[src/hdl/tcw_pkg.sv]
package tcw_pkg;

  localparam int CHAR_W      = 8;
  localparam int ATTR_W      = 8;
  localparam int CELL_W      = 16;
  localparam int COL_W       = 7;
  localparam int ROW_OUT_W   = 5;
  localparam int LINES_W     = 5;
  localparam int INDEX_W     = 11;
  localparam int COLOUR_W    = 4;
  localparam int CMD_W       = 2;
  localparam int CFG_INDEX_W = 1;
  localparam int CFG_DATA_W  = 4;
  localparam int TAB_STEP    = 4;

  localparam logic [CHAR_W-1:0]   TAB_CODE       = 8'h09;
  localparam logic [CHAR_W-1:0]   NEWLINE_CODE   = 8'h0A;
  localparam logic [CHAR_W-1:0]   BLANK_CHAR     = 8'h00;
  localparam logic [COLOUR_W-1:0] DEFAULT_FG_RST = 4'hF;
  localparam logic [COLOUR_W-1:0] DEFAULT_BG_RST = 4'h7;

  localparam logic [CFG_INDEX_W-1:0] REG_DEFAULT_FG = 1'b0;
  localparam logic [CFG_INDEX_W-1:0] REG_DEFAULT_BG = 1'b1;

  typedef enum logic [CMD_W-1:0] {
    CMD_PUT,
    CMD_CLEAR,
    CMD_SCROLL,
    CMD_READ
  } cmd_t;

  typedef enum logic [2:0] {
    OP_NOP,
    OP_PUT,
    OP_TAB,
    OP_NL,
    OP_CLEAR,
    OP_SCROLL,
    OP_READ
  } op_kind_t;

  typedef struct packed {
    op_kind_t             kind;
    logic [CHAR_W-1:0]    ch;
    logic [ATTR_W-1:0]    attr;
    logic [LINES_W-1:0]   lines;
    logic [INDEX_W-1:0]   index;
  } op_t;

  typedef enum logic [1:0] {
    ST_IDLE,
    ST_READ,
    ST_COPY,
    ST_BLANK
  } back_state_t;

endpackage

[src/hdl/tcw_front.sv]
module tcw_front #(
  parameter int COLUMNS = 80,
  parameter int ROWS    = 24
) (
  input  logic                          clk,
  input  logic                          rst_n,
  input  logic                          in_valid,
  output logic                          in_ready,
  input  logic [tcw_pkg::CMD_W-1:0]     in_command,
  input  logic [tcw_pkg::CHAR_W-1:0]    in_char_code,
  input  logic [tcw_pkg::COLOUR_W-1:0]  in_fg_colour,
  input  logic [tcw_pkg::COLOUR_W-1:0]  in_bg_colour,
  input  logic [tcw_pkg::LINES_W-1:0]   in_scroll_lines,
  input  logic [tcw_pkg::INDEX_W-1:0]   in_cell_index,
  output logic                          q_valid,
  output tcw_pkg::op_t                  q_op,
  input  logic                          q_pop
);
  import tcw_pkg::*;

  localparam int CELLS = COLUMNS * ROWS;

  op_t        op_in;
  op_t        q_mem_r [2];
  logic       wr_ptr_r, wr_ptr_nxt;
  logic       rd_ptr_r, rd_ptr_nxt;
  logic [1:0] count_r, count_nxt;
  logic       push;

  // classify the incoming item
  always_comb begin
    op_in.ch    = in_char_code;
    op_in.attr  = {in_bg_colour, in_fg_colour};
    op_in.lines = in_scroll_lines;
    op_in.index = in_cell_index;
    case (cmd_t'(in_command))
      CMD_PUT: begin
        if (in_char_code == TAB_CODE) begin
          op_in.kind = OP_TAB;
        end else if (in_char_code == NEWLINE_CODE) begin
          op_in.kind = OP_NL;
        end else begin
          op_in.kind = OP_PUT;
        end
      end
      CMD_CLEAR: begin
        op_in.kind = OP_CLEAR;
      end
      CMD_SCROLL: begin
        if (in_scroll_lines == '0) begin
          op_in.kind = OP_NOP;
        end else if (32'(in_scroll_lines) >= ROWS) begin
          op_in.kind = OP_CLEAR;
        end else begin
          op_in.kind = OP_SCROLL;
        end
      end
      CMD_READ: begin
        op_in.kind = (32'(in_cell_index) < CELLS) ? OP_READ : OP_NOP;
      end
      default: begin
        op_in.kind = OP_NOP;
      end
    endcase
  end

  // two-entry queue toward the back end
  assign in_ready = (count_r != 2'd2);
  assign push     = in_valid && in_ready;
  assign q_valid  = (count_r != 2'd0);
  assign q_op     = q_mem_r[rd_ptr_r];

  always_comb begin
    wr_ptr_nxt = push  ? ~wr_ptr_r : wr_ptr_r;
    rd_ptr_nxt = q_pop ? ~rd_ptr_r : rd_ptr_r;
    count_nxt  = count_r + {1'b0, push} - {1'b0, q_pop};
  end

  always_ff @(posedge clk) begin
    if (!rst_n) begin
      wr_ptr_r <= 1'b0;
      rd_ptr_r <= 1'b0;
      count_r  <= 2'd0;
    end else begin
      wr_ptr_r <= wr_ptr_nxt;
      rd_ptr_r <= rd_ptr_nxt;
      count_r  <= count_nxt;
    end
  end

  always_ff @(posedge clk) begin
    if (push) begin
      q_mem_r[wr_ptr_r] <= op_in;
    end
  end

endmodule

[config.mk]
export PLATFORM = sky130hd
export DESIGN_NAME = tcw_front
export DESIGN_NICKNAME = d
export VERILOG_FILES = /design/src/hdl/tcw_pkg.sv /design/src/hdl/tcw_front.sv
export SDC_FILE = /design/constraint.sdc
export NUM_CORES = 1
export LEC_CHECK = 0
export ABC_CLOCK_PERIOD_IN_PS = 5400
export BUFFER_PORTS_ARGS = -buffer_cell sky130_fd_sc_hd__buf_2
export CORE_ASPECT_RATIO = 1.75
export CORE_UTILIZATION = 50
export DETAILED_ROUTE_END_ITERATION = 16
export GPL_ROUTABILITY_DRIVEN = 1
export PLACE_DENSITY_LB_ADDON = 0.05
export SETUP_SLACK_MARGIN = 0.3
export SYNTH_ARGS = -nofsm -noshare
export SYNTH_HDL_FRONTEND = slang
export SYNTH_SLANG_ARGS = --single-unit
[constraint.sdc]
create_clock -name clk -period 5.4 [get_ports clk]
set_input_delay 0.27 -clock clk [delete_from_list [all_inputs] [get_ports clk]]
set_output_delay 0.27 -clock clk [all_outputs]
set_load 0.01 [all_outputs]
==> flow_summary_export.csv, run 1 <==
group,metric,value,unit
run_status,status,"complete, no violations",
sta,finClkSkew,8.38,ps
sta,fmax,487,MHz
yosys,synth_mux_area_share,13.7,%
yosys,synth_xor_area_share,0.912,%
sta,worst_slack,3350,ps
placement,gp_congestion,0.678,
grt,first_global_vias,1584,
route,drtIter0Drc,29,
clocking,clk_root_buffer_cell,"clkbuf_8",
yosys,synth.top_cell.area_share,72.9,%
yosys,synth-compound-area-share,2.21,%
sta,fin_tns_setup,0,ps
worst_hold_path,min_path_type,"in2reg",
floorplanning,num_rows,36,
sta,hold_viol_final,0,
route,drc,0,
flow_run,cap_viol_max_count,0,
yosys,synth_cell_type_count,30,
grt,grt_start_max_net_pins,36,
clocking,ctsHoldBuffers,0,
clocking,clockBufferDepth,2,
yosys,syn_area_per_cell,19.0,sq um
clocking,clk_latency,340,ps
route,wl,4830,um
setup_path,required,5130,ps
yosys,yosys_warnings,0,
layout,final_nets,274,
yosys,synth_area,2880,sq um
route,drt-pass1-iter-count,4,
floorplanning,die-height,102,um
clocking,cts_tree,"done",
clocking,cts_setup_buffers,0,
pwr,p_leak,1.34,nW
setup_path,worst_setup_path_start_kind,"flop",
placement,preCtsSetupSlack,3640,ps
yosys,yosysSeqAreaShare,76.4,%
sta,relSlewSlack,42.3,%
setup_path,endpoint_kind,"primary output",
grt,antenna_found_initial,0,
grt,grt.overflow.total,0,
route,routedWlPerCell,15.3,um
floorplanning,core_area,5540,sq um
sta,hold_ws,117,ps
route,viasPerCell,5.03,
yosys,ys_ff_latch,75,
clocking,cts_resized,0,
sta,finalMaxSlewViolations,0,
sta,period_share,38.0,%
yosys,synth_top_family_by_area,"multiplexers",
layout,diodes,0,
clocking,cts_made_buffers,9,
sta,setup_viol,0,
clocking,cts_htree_levels,3,
setup_path,path_max_fanout,35,
grt,grt_usage,17.1,%
layout,syn_to_final_growth,22.1,%
floorplanning,start_util,52.0,%
pwr,vdd_drop_max,219,uV
setup_path,crit_arrival,1780,ps
pwr,powerDensity,373,nW/um^2
yosys,syn_inst,152,
clocking,cts_sinks,75,
layout,drive_above_1_share,47.3,%
floorplanning,ios,75,
sta,rsz0062_at_grt,"no",
sta,tightest_slew,865,ps
setup_path,critPathKind,"reg2out",
placement,place_area,3330,sq um
layout,fin_util,63.5,%
sta,period_needed,2050,ps
yosys,synthAdderAreaFrac,0.868,%
placement,io_buffers,74,
route,ant_nets,0,
floorplanning,dieArea,6080,sq um
yosys,syn_nets,192,
placement,hpwlAfterDp,3180,um
floorplanning,die_w,59.4,um
yosys,synth-edff-count,70,
route,vias,1585,
grt,grt_pass1_wl,7100,um
clocking,cts.clk_slew.worst_paths,70,ps
yosys,synth_flop_cell,"edfxtp_1",
yosys,synth_area_leaders,"edfxtp_1 (73%), mux2_2 (7.0%), mux2_1 (6.6%)",
layout,final_area,3520,sq um
yosys,yosys.area_share.simple,4.43,%
yosys,yosys.area.top_type,"edfxtp_1",
yosys,ys_async_sr_fraction,0,%
critical path, cell delays in order (launching register included):
cell and delay (ps):
dfxtp_2 880, mux2_2 420, buf_2 140
synth_stat cells, types with 2 or more instances:
library cell,count
dfxtp_1,5
nor2b_1,2
and2_1,2
edfxtp_1,70
xnor2_1,2
nor2_1,4
buf_4,3
mux2_1,17
inv_1,4
ha_1,2
mux2_2,18
nand2_1,5
routing by layer:
layer | vias up | wire [um] | share of wire [%] | track usage, %
met3 | 8 | 249 | 5.2 | 5.44
met1 | 780 | 1650 | 34 | 15.0
li1 | 751 | - | - | -
met2 | 46 | 2820 | 58 | 31.5
met5 | - | 0 | 0 | 0
met4 | 0 | 109 | 2.3 | 11.5
per-stage QoR:
step / power, mW / instances
after global routing: 1.37 / 315
after global placement: 0.914 / 299
after floorplan: 0.841 / 152
after detailed placement: 0.924 / 299
final: 1.31 / 315
after CTS: 1.33 / 315
logic make-up (layout without fill, tap and decap cells):
kind of cell / after synthesis / after routing
xor+xnor: 3 / 3
fa+ha+maj: 2 / 2
simple gates: 22 / 22
mux: 35 / 35
flops: 75 / 75
buf+inv: 8 / 95
compound gates: 7 / 7
flip-flops by register name (all words and copies together) (netlist names), named ones only:
name	cells
count_r	2
q_mem_r	70
rd_ptr_r	1
wr_ptr_r	1
placed cells by master (no fill, tap or decap), types with 2 or more instances in the layout:
| master | netlist | routed |
|---|---|---|
| buf_2 | 1 | 74 |
| xnor2_1 | 2 | 2 |
| mux2_2 | 18 | 18 |
| inv_1 | 4 | 4 |
| clkinv_2 | 0 | 2 |
| mux2_1 | 17 | 17 |
| dfxtp_1 | 5 | 4 |
| and2_1 | 2 | 2 |
| clkbuf_1 | 0 | 3 |
| ha_1 | 2 | 2 |
| nor2_1 | 4 | 4 |
| clkbuf_8 | 0 | 10 |
| nand2_1 | 5 | 5 |
| nor2b_1 | 2 | 2 |
| edfxtp_1 | 70 | 70 |
cell type report:
type                            instances  area [sq um]
Fill cell                             450          2020
Timing Repair Buffer                   75           378
Clock buffer                           13           149
Inverter                                4          15.0
Sequential cell                        75          2200
Multi-Input combinational cell         69           638
Tap cell                               76          95.1
Clock inverter                          3          40.0
worst paths after layout:
check,start,to,slack (ps),depth (start not counted)
worst min register to register,rd_ptr_r$_SDFFE_PN0P_,rd_ptr_r$_SDFFE_PN0P_,520,2
worst max-delay path,flop,q_op[25],3350,2
worst min-delay path,in_fg_colour[3],q_mem_r[0][19]$_DFFE_PP_,120,1
worst max register to register,count_r[0]$_SDFF_PN0_,q_mem_r[1][22]$_DFFE_PP_,3670,2
report_power, final:
part / internal (mW) / switching, mW / total (mW) / leakage [nW]
clock: 0.225 / 0.180 / 0.405 / 0.0974
combinational: 0.0836 / 0.0976 / 0.181 / 0.552
sequential: 0.702 / 0.0236 / 0.726 / 0.694
total: 1.01 / 0.301 / 1.31 / 1.34
(Power assumes the default switching activity.)
==> inputs of run 2 (changes only) <==
Settings changed: ABC_CLOCK_PERIOD_IN_PS 5400 to 1700, CORE_UTILIZATION 50 to 47.
Clock period 5.4 ns to 1.7 ns, I/O delays scaled along.
==> flow_summary_export.csv, run 2 (synthesized netlist as in run 1, its figures left out) <==
group,metric,value,unit
sta,period_share,88.1,%
floorplanning,die-height,106,um
clocking,clockBufferDepth,2,
pwr,swShare,24.7,%
floorplanning,core_area,5880,sq um
placement,gp_congestion,0.699,
route,wl_met2,3750,um
route,ant_nets,0,
layout,diodes,0,
sta,rsz0062_at_grt,"yes",
clocking,cts_made_buffers,9,
placement,hpwlAfterDp,3340,um
sta,finalMaxSlewViolations,0,
run_status,status,"complete, no violations",
setup_path,path_max_fanout,8,
pwr,p_leak,1.82,nW
layout,final_common_cell,"edfxtp_1",
floorplanning,ios,75,
route,vias,1809,
sta,period_needed,1500,ps
pwr,seqPwrFrac,49.7,%
layout,largest_reg_flops,70,
setup_path,crit_path_max_incr_delay,450,ps
route,drtIter0Drc,90,
setup_path,required,1620,ps
grt,grt_start_max_net_pins,28,
pwr,p_comb_share,26.4,%
pwr,vdd_drop_max,819,uV
route,m1WireLength,2240,um
sta,tightest_slew,302,ps
clocking,clk_latency,330,ps
placement,io_buffers,74,
pwr,clkPwrFrac,23.9,%
floorplanning,num_rows,37,
sta,finClkSkew,7.30,ps
grt,grt_pass1_wl,8740,um
floorplanning,die_w,61.2,um
clocking,cts_htree_levels,3,
grt,first_global_vias,1941,
layout,drive_above_1_share,54.1,%
placement,place_area,3420,sq um
grt,grt.overflow.total,0,
setup_path,endpoint_kind,"primary output",
pwr,powerDensity,1020,nW/um^2
worst_hold_path,min_path_type,"in2reg",
layout,reg.largest.list,"q_mem_r: 70 flops, count_r: 2 flops",
route,wl,6400,um
floorplanning,dieArea,6460,sq um
sta,setup_viol,0,
layout,final_nets,327,
pwr,p_sw,1.14,mW
sta,fmax,668,MHz
setup_path,cp_cell_sequence,"buf_8 -> mux2_1 -> buf_2",
layout,final_area,4550,sq um
route,routedWlPerCell,17.3,um
route,drc,0,
grt,antenna_found_initial,0,
setup_path,critPathKind,"reg2out",
layout,regMostFlops,"q_mem_r",
flow_run,cap_viol_max_count,0,
clocking,cts_tree,"done",
route,top_layer,"met4",
clocking,cts_sinks,75,
layout,syn_to_final_growth,58.1,%
sta,fin_tns_setup,0,ps
clocking,clk_root_buffer_cell,"clkbuf_8",
sta,relSlewSlack,79.7,%
setup_path,crit_arrival,1410,ps
floorplanning,start_util,49.0,%
route,drt-pass1-iter-count,4,
layout,layout_common_cells,"edfxtp_1 (70), buf_2 (40), buf_6 (34), mux2_4 (32), dlygate4sd3_1 (32)",
pwr,p_int,3.49,mW
route,viasPerCell,4.89,
grt,grt_usage,19.1,%
clocking,cts.clk_slew.worst_paths,70,ps
setup_path,cp_slowest_cell,"dfxtp_4",
route,met3_wirelength,215,um
setup_path,worst_setup_path_start_kind,"flop",
sta,hold_viol_final,0,
## run 2: cell count changes in the layout (fill, tap and decap cells not counted), moves of 3 or more
| cell | delta |
|---|---|
| buf_12 | +5 |
| mux2_1 | -16 |
| mux2_2 | -16 |
| buf_6 | +34 |
| dlygate4sd3_1 | +32 |
| clkbuf_16 | +4 |
| buf_2 | -34 |
| mux2_4 | +32 |
| buf_4 | +8 |
| clkinvlp_4 | +3 |
## run 2: path summary, 6_finish.rpt
| path | from | to | slack [ps] | cells past startpoint |
|---|---|---|---|---|
| min | q_pop | rd_ptr_r$_SDFFE_PN0P_ | 70 | 3 |
| max reg2reg | count_r[0]$_SDFF_PN0_ | count_r[1]$_SDFF_PN0_ | 220 | 8 |
| max | flop | q_op[17] | 200 | 3 |
| min reg2reg | rd_ptr_r$_SDFFE_PN0P_ | rd_ptr_r$_SDFFE_PN0P_ | 520 | 2 |
## run 2: routing by layer
layer,vias up,track usage [%]
met1,877,19.3
met5,-,0
li1,860,-
met4,0,12.7
met3,15,3.19
met2,57,33.8
## run 2: power by group through the flow
| stage | registers [mW] | clock network, mW | logic [mW] |
|---|---|---|---|
| 2_1_floorplan | 2.30 | 0 | 0.384 |
| 3_3_place_gp | 2.31 | 0 | 0.655 |
| 3_5_place_dp | 2.33 | 0 | 0.674 |
| 4_1_cts | 2.29 | 1.12 | 0.936 |
| 5_1_grt | 2.31 | 1.19 | 1.29 |
| 6_report | 2.30 | 1.11 | 1.22 |
## run 2: metrics by stage
stage | hold WS (ps) | utilization, % | setup WS (ps) | total power, mW | std cells
after floorplan | 184 | - | 202 | 2.69 | 152
after global placement | 275 | 58.1 | 242 | 2.97 | 304
after detailed placement | 277 | 58.1 | 111 | 3.00 | 304
after CTS | 62.6 | 70.6 | 190 | 4.35 | 363
after global routing | 73.7 | 77.5 | 156 | 4.80 | 370
final | 74.8 | 77.5 | 203 | 4.63 | 370
## run 2: worst max-delay path: cells and delay by family (launching register included)
| family | cells | cell delay [ps] |
|---|---|---|
| DFF | 1 | 450 |
| buffers and inverters | 2 | 320 |
| muxes | 1 | 320 |
## run 2: cell type report
| cell class | instances | area [sq um] |
|---|---|---|
| clock buffer | 10 | 128 |
| fill | 378 | 1330 |
| sequential | 75 | 2210 |
| tap | 78 | 97.6 |
| timing repair buffer | 128 | 1250 |
| clock inverter | 6 | 32.5 |
| inverter | 4 | 18.8 |
| multi-input combinational | 69 | 816 |
## run 2: repair_timing
action | 4_1_cts | 5_1_grt
hold endpoints to repair | 65 | 0
endpoints found under the setup margin | 90 | 103
hold buffers | 33 | 0
pin swaps | 5 | 5
setup buffers | 8 | 3
gates cloned | 2 | 4
gates resized for setup | 26 | 56
==> inputs of run 3 (changes only) <==
--- a/config.mk
+++ b/config.mk
@@ -6,8 +6,9 @@
 export NUM_CORES = 1
 export LEC_CHECK = 0
+export ABC_AREA = 1
 export ABC_CLOCK_PERIOD_IN_PS = 1700
 export BUFFER_PORTS_ARGS = -buffer_cell sky130_fd_sc_hd__buf_2
 export CORE_ASPECT_RATIO = 1.75
-export CORE_UTILIZATION = 47
+export CORE_UTILIZATION = 48
 export DETAILED_ROUTE_END_ITERATION = 16
 export GPL_ROUTABILITY_DRIVEN = 1
@@ -17,2 +18,3 @@
 export SYNTH_HDL_FRONTEND = slang
 export SYNTH_SLANG_ARGS = --single-unit
+export TNS_END_PERCENT = 5
==> constraint.sdc (replaced) <==
create_clock -name clk -period 1.7 [get_ports clk]
set_input_delay 0.085 -clock clk [delete_from_list [all_inputs] [get_ports clk]]
set_output_delay 0.085 -clock clk [all_outputs]
set_load 0.005 [all_outputs]
==> flow_summary_export.csv, run 3 <==
group,metric,value,unit
run_status,status,"complete, no violations",
yosys,syn_nets,223,
grt,first_global_vias,1796,
yosys,yosysSeqAreaShare,71.7,%
floorplanning,core_area,6180,sq um
pwr,p_leak,1.76,nW
floorplanning,num_rows,38,
pwr,swShare,21.3,%
setup_path,endpoint_kind,"primary output",
clocking,cts_made_buffers,9,
layout,final_common_cell,"buf_2",
yosys,synth_area,3070,sq um
setup_path,required,1620,ps
route,drt-pass1-iter-count,4,
setup_path,path_max_fanout,10,
yosys,ys_ff_latch,75,
floorplanning,ios,75,
setup_path,reg2regPathDepth,11,
grt,grt_most_used_layer,"met2",
placement,gp_congestion,0.703,
clocking,cts_sinks,75,
layout,multi_input_area,762,sq um
pwr,p_comb_share,15.3,%
clocking,cts_setup_buffers,0,
yosys,synth.most_common_cell,"edfxtp_1",
setup_path,worst_setup_path_start_kind,"flop",
setup_path,crit_arrival,1400,ps
grt,gr-usage-met1,17.9,%
floorplanning,dieArea,6740,sq um
yosys,yosys-top-cells-count,"edfxtp_1 (70), mux2_4 (30), nand2_1 (25)",
sta,period_share,87.2,%
layout,reg.largest.list,"q_mem_r: 70 flops, count_r: 2 flops",
layout,seqCellArea,2210,sq um
layout,regMostFlops,"q_mem_r",
clocking,cts.clk_slew.worst_paths,70,ps
sta,setup_viol,0,
pwr,seqPwrFrac,50.0,%
grt,grt_usage,17.2,%
sta,relSlewSlack,80.8,%
placement,place_area,3560,sq um
grt,antenna_found_initial,0,
floorplanning,die-height,108,um
yosys,synth.top_cell.area_share,68.4,%
pwr,powerDensity,1080,nW/um^2
yosys,synth_cell_type_count,15,
sta,tightest_slew,288,ps
clocking,clockBufferDepth,2,
pwr,p_int,3.56,mW
sta,period_needed,1480,ps
layout,largest_reg_flops,70,
pwr,clkPwrFrac,34.7,%
clocking,cts_tree,"done",
layout,final_nets,345,
yosys,synth_flop_cell,"edfxtp_1",
yosys,syn_area_per_cell,16.8,sq um
placement,io_buffers,74,
setup_path,critPathKind,"reg2out",
grt,grt_pass1_wl,8290,um
clocking,cts_htree_levels,3,
pwr,p_sw,0.961,mW
worst_hold_path,worstHoldPathCells,3,
sta,hold_viol_final,0,
placement,hpwlAfterDp,3200,um
floorplanning,start_util,49.7,%
sta,rsz0062_at_grt,"yes",
sta,fmax,674,MHz
sta,finClkSkew,7.58,ps
yosys,yosys_warnings,0,
layout,layout_common_cells,"buf_2 (74), edfxtp_1 (70), dlygate4sd3_1 (33), mux2_4 (30), nand2_1 (22)",
layout,final_area,4200,sq um
route,vias,1810,
grt,grt.overflow.total,0,
yosys,syn_inst,183,
pwr,vdd_drop_max,671,uV
yosys,yosys.area.top_type,"edfxtp_1",
layout,diodes,0,
grt,use_met2,29.0,%
yosys,ys_async_sr_fraction,0,%
sta,hold_ws,19.2,ps
clocking,clk_latency,350,ps
route,drtIter0Drc,53,
layout,syn_to_final_growth,36.8,%
route,drc,0,
route,ant_nets,0,
yosys,synth_area_leaders,"edfxtp_1 (68%), mux2_4 (15%), dfxtp_1 (3.3%)",
route,routedWlPerCell,13.7,um
pwr,power.total,4.52,mW
sta,finalMaxSlewViolations,0,
grt,met3_usage,7.63,%
flow_run,cap_viol_max_count,0,
worst_hold_path,min_path_type,"in2reg",
layout,drive_above_1_share,45.5,%
route,wl,5330,um
grt,grt_start_max_net_pins,27,
floorplanning,die_w,62.5,um
sta,fin_tns_setup,0,ps
yosys,synth-edff-count,70,
clocking,clk_root_buffer_cell,"clkbuf_8",
layout,fill_cells,471,
route,viasPerCell,4.64,
==> run 3: cell count changes in the layout (fill, tap and decap cells not counted), sizes merged, moves of 2 or more <==
cell	previous run	this run
and2	2	0
buf	91	81
bufinv	0	3
nor2	4	15
clkbuf	14	11
nand3	1	5
clkinvlp	3	1
xnor2	2	0
nor2b	2	0
inv	3	16
nand2	5	25
==> run 3: power groups by stage <==
stage	Combinational (mW)	Sequential [mW]	Clock, mW
floorplan	0.374	2.28	0
global placement	0.602	2.29	0
detailed placement	0.607	2.29	0
CTS	0.681	2.26	1.61
global route	0.755	2.27	1.67
finish	0.693	2.26	1.57
==> run 3: kinds of logic after synthesis <==
group,after synthesis,share of synthesized area [%]
flip-flops,75,71.7
AND/OR/NAND/NOR,47,6.15
multiplexers,35,16.5
buffers and inverters,21,4.40
AO/OA/AOI/OAI,3,0.488
adder cells (fa/ha/maj),2,0.814
==> run 3: cell type report <==
class | count | share of cell area, %
Multi-Input combinational cell | 87 | 18.1
Tap cell | 80 | 2.38
Timing Repair Buffer | 115 | 19.9
Inverter | 17 | 1.61
Clock inverter | 6 | 2.47
Sequential cell | 75 | 52.5
Clock buffer | 10 | 3.04
==> run 3: final timing paths <==
check	startpoint	to	slack [ps]
worst max-delay path	flop	q_op[30]	220
worst max register to register	count_r[0]$_SDFF_PN0_	count_r[1]$_SDFF_PN0_	260
worst min-delay path	q_pop	rd_ptr_r$_SDFFE_PN0P_	20
worst min register to register	rd_ptr_r$_SDFFE_PN0P_	rd_ptr_r$_SDFFE_PN0P_	500
==> run 3: routing by layer <==
layer | routed length [um] | part of all wire, %
met5 | 0 | 0
met4 | 93 | 1.7
met3 | 329 | 6.2
met2 | 2880 | 54
met1 | 2020 | 38
==> run 3: critical path, stage by stage, from the launching register on <==
cell	delay [ps]
dfxtp_4	430
buf_12	160
mux2_2	340
buf_2	120
==> run 3: what timing repair did <==
item,4_1_cts,5_1_grt
resized for setup,4,5
cloned,1,1
hold buffers,33,0
endpoints found under the setup margin,36,36
pin swaps,0,1
endpoints found under the hold margin,67,0
==> run 3: metrics by stage <==
| step | std cells | utilization [%] | setup slack, ps |
|---|---|---|---|
| floorplan | 183 | - | 226 |
| global placement | 339 | 57.6 | 303 |
| detailed placement | 339 | 57.6 | 253 |
| CTS | 389 | 67.3 | 179 |
| global route | 390 | 68.0 | 160 |
| finish | 390 | 68.0 | 217 |
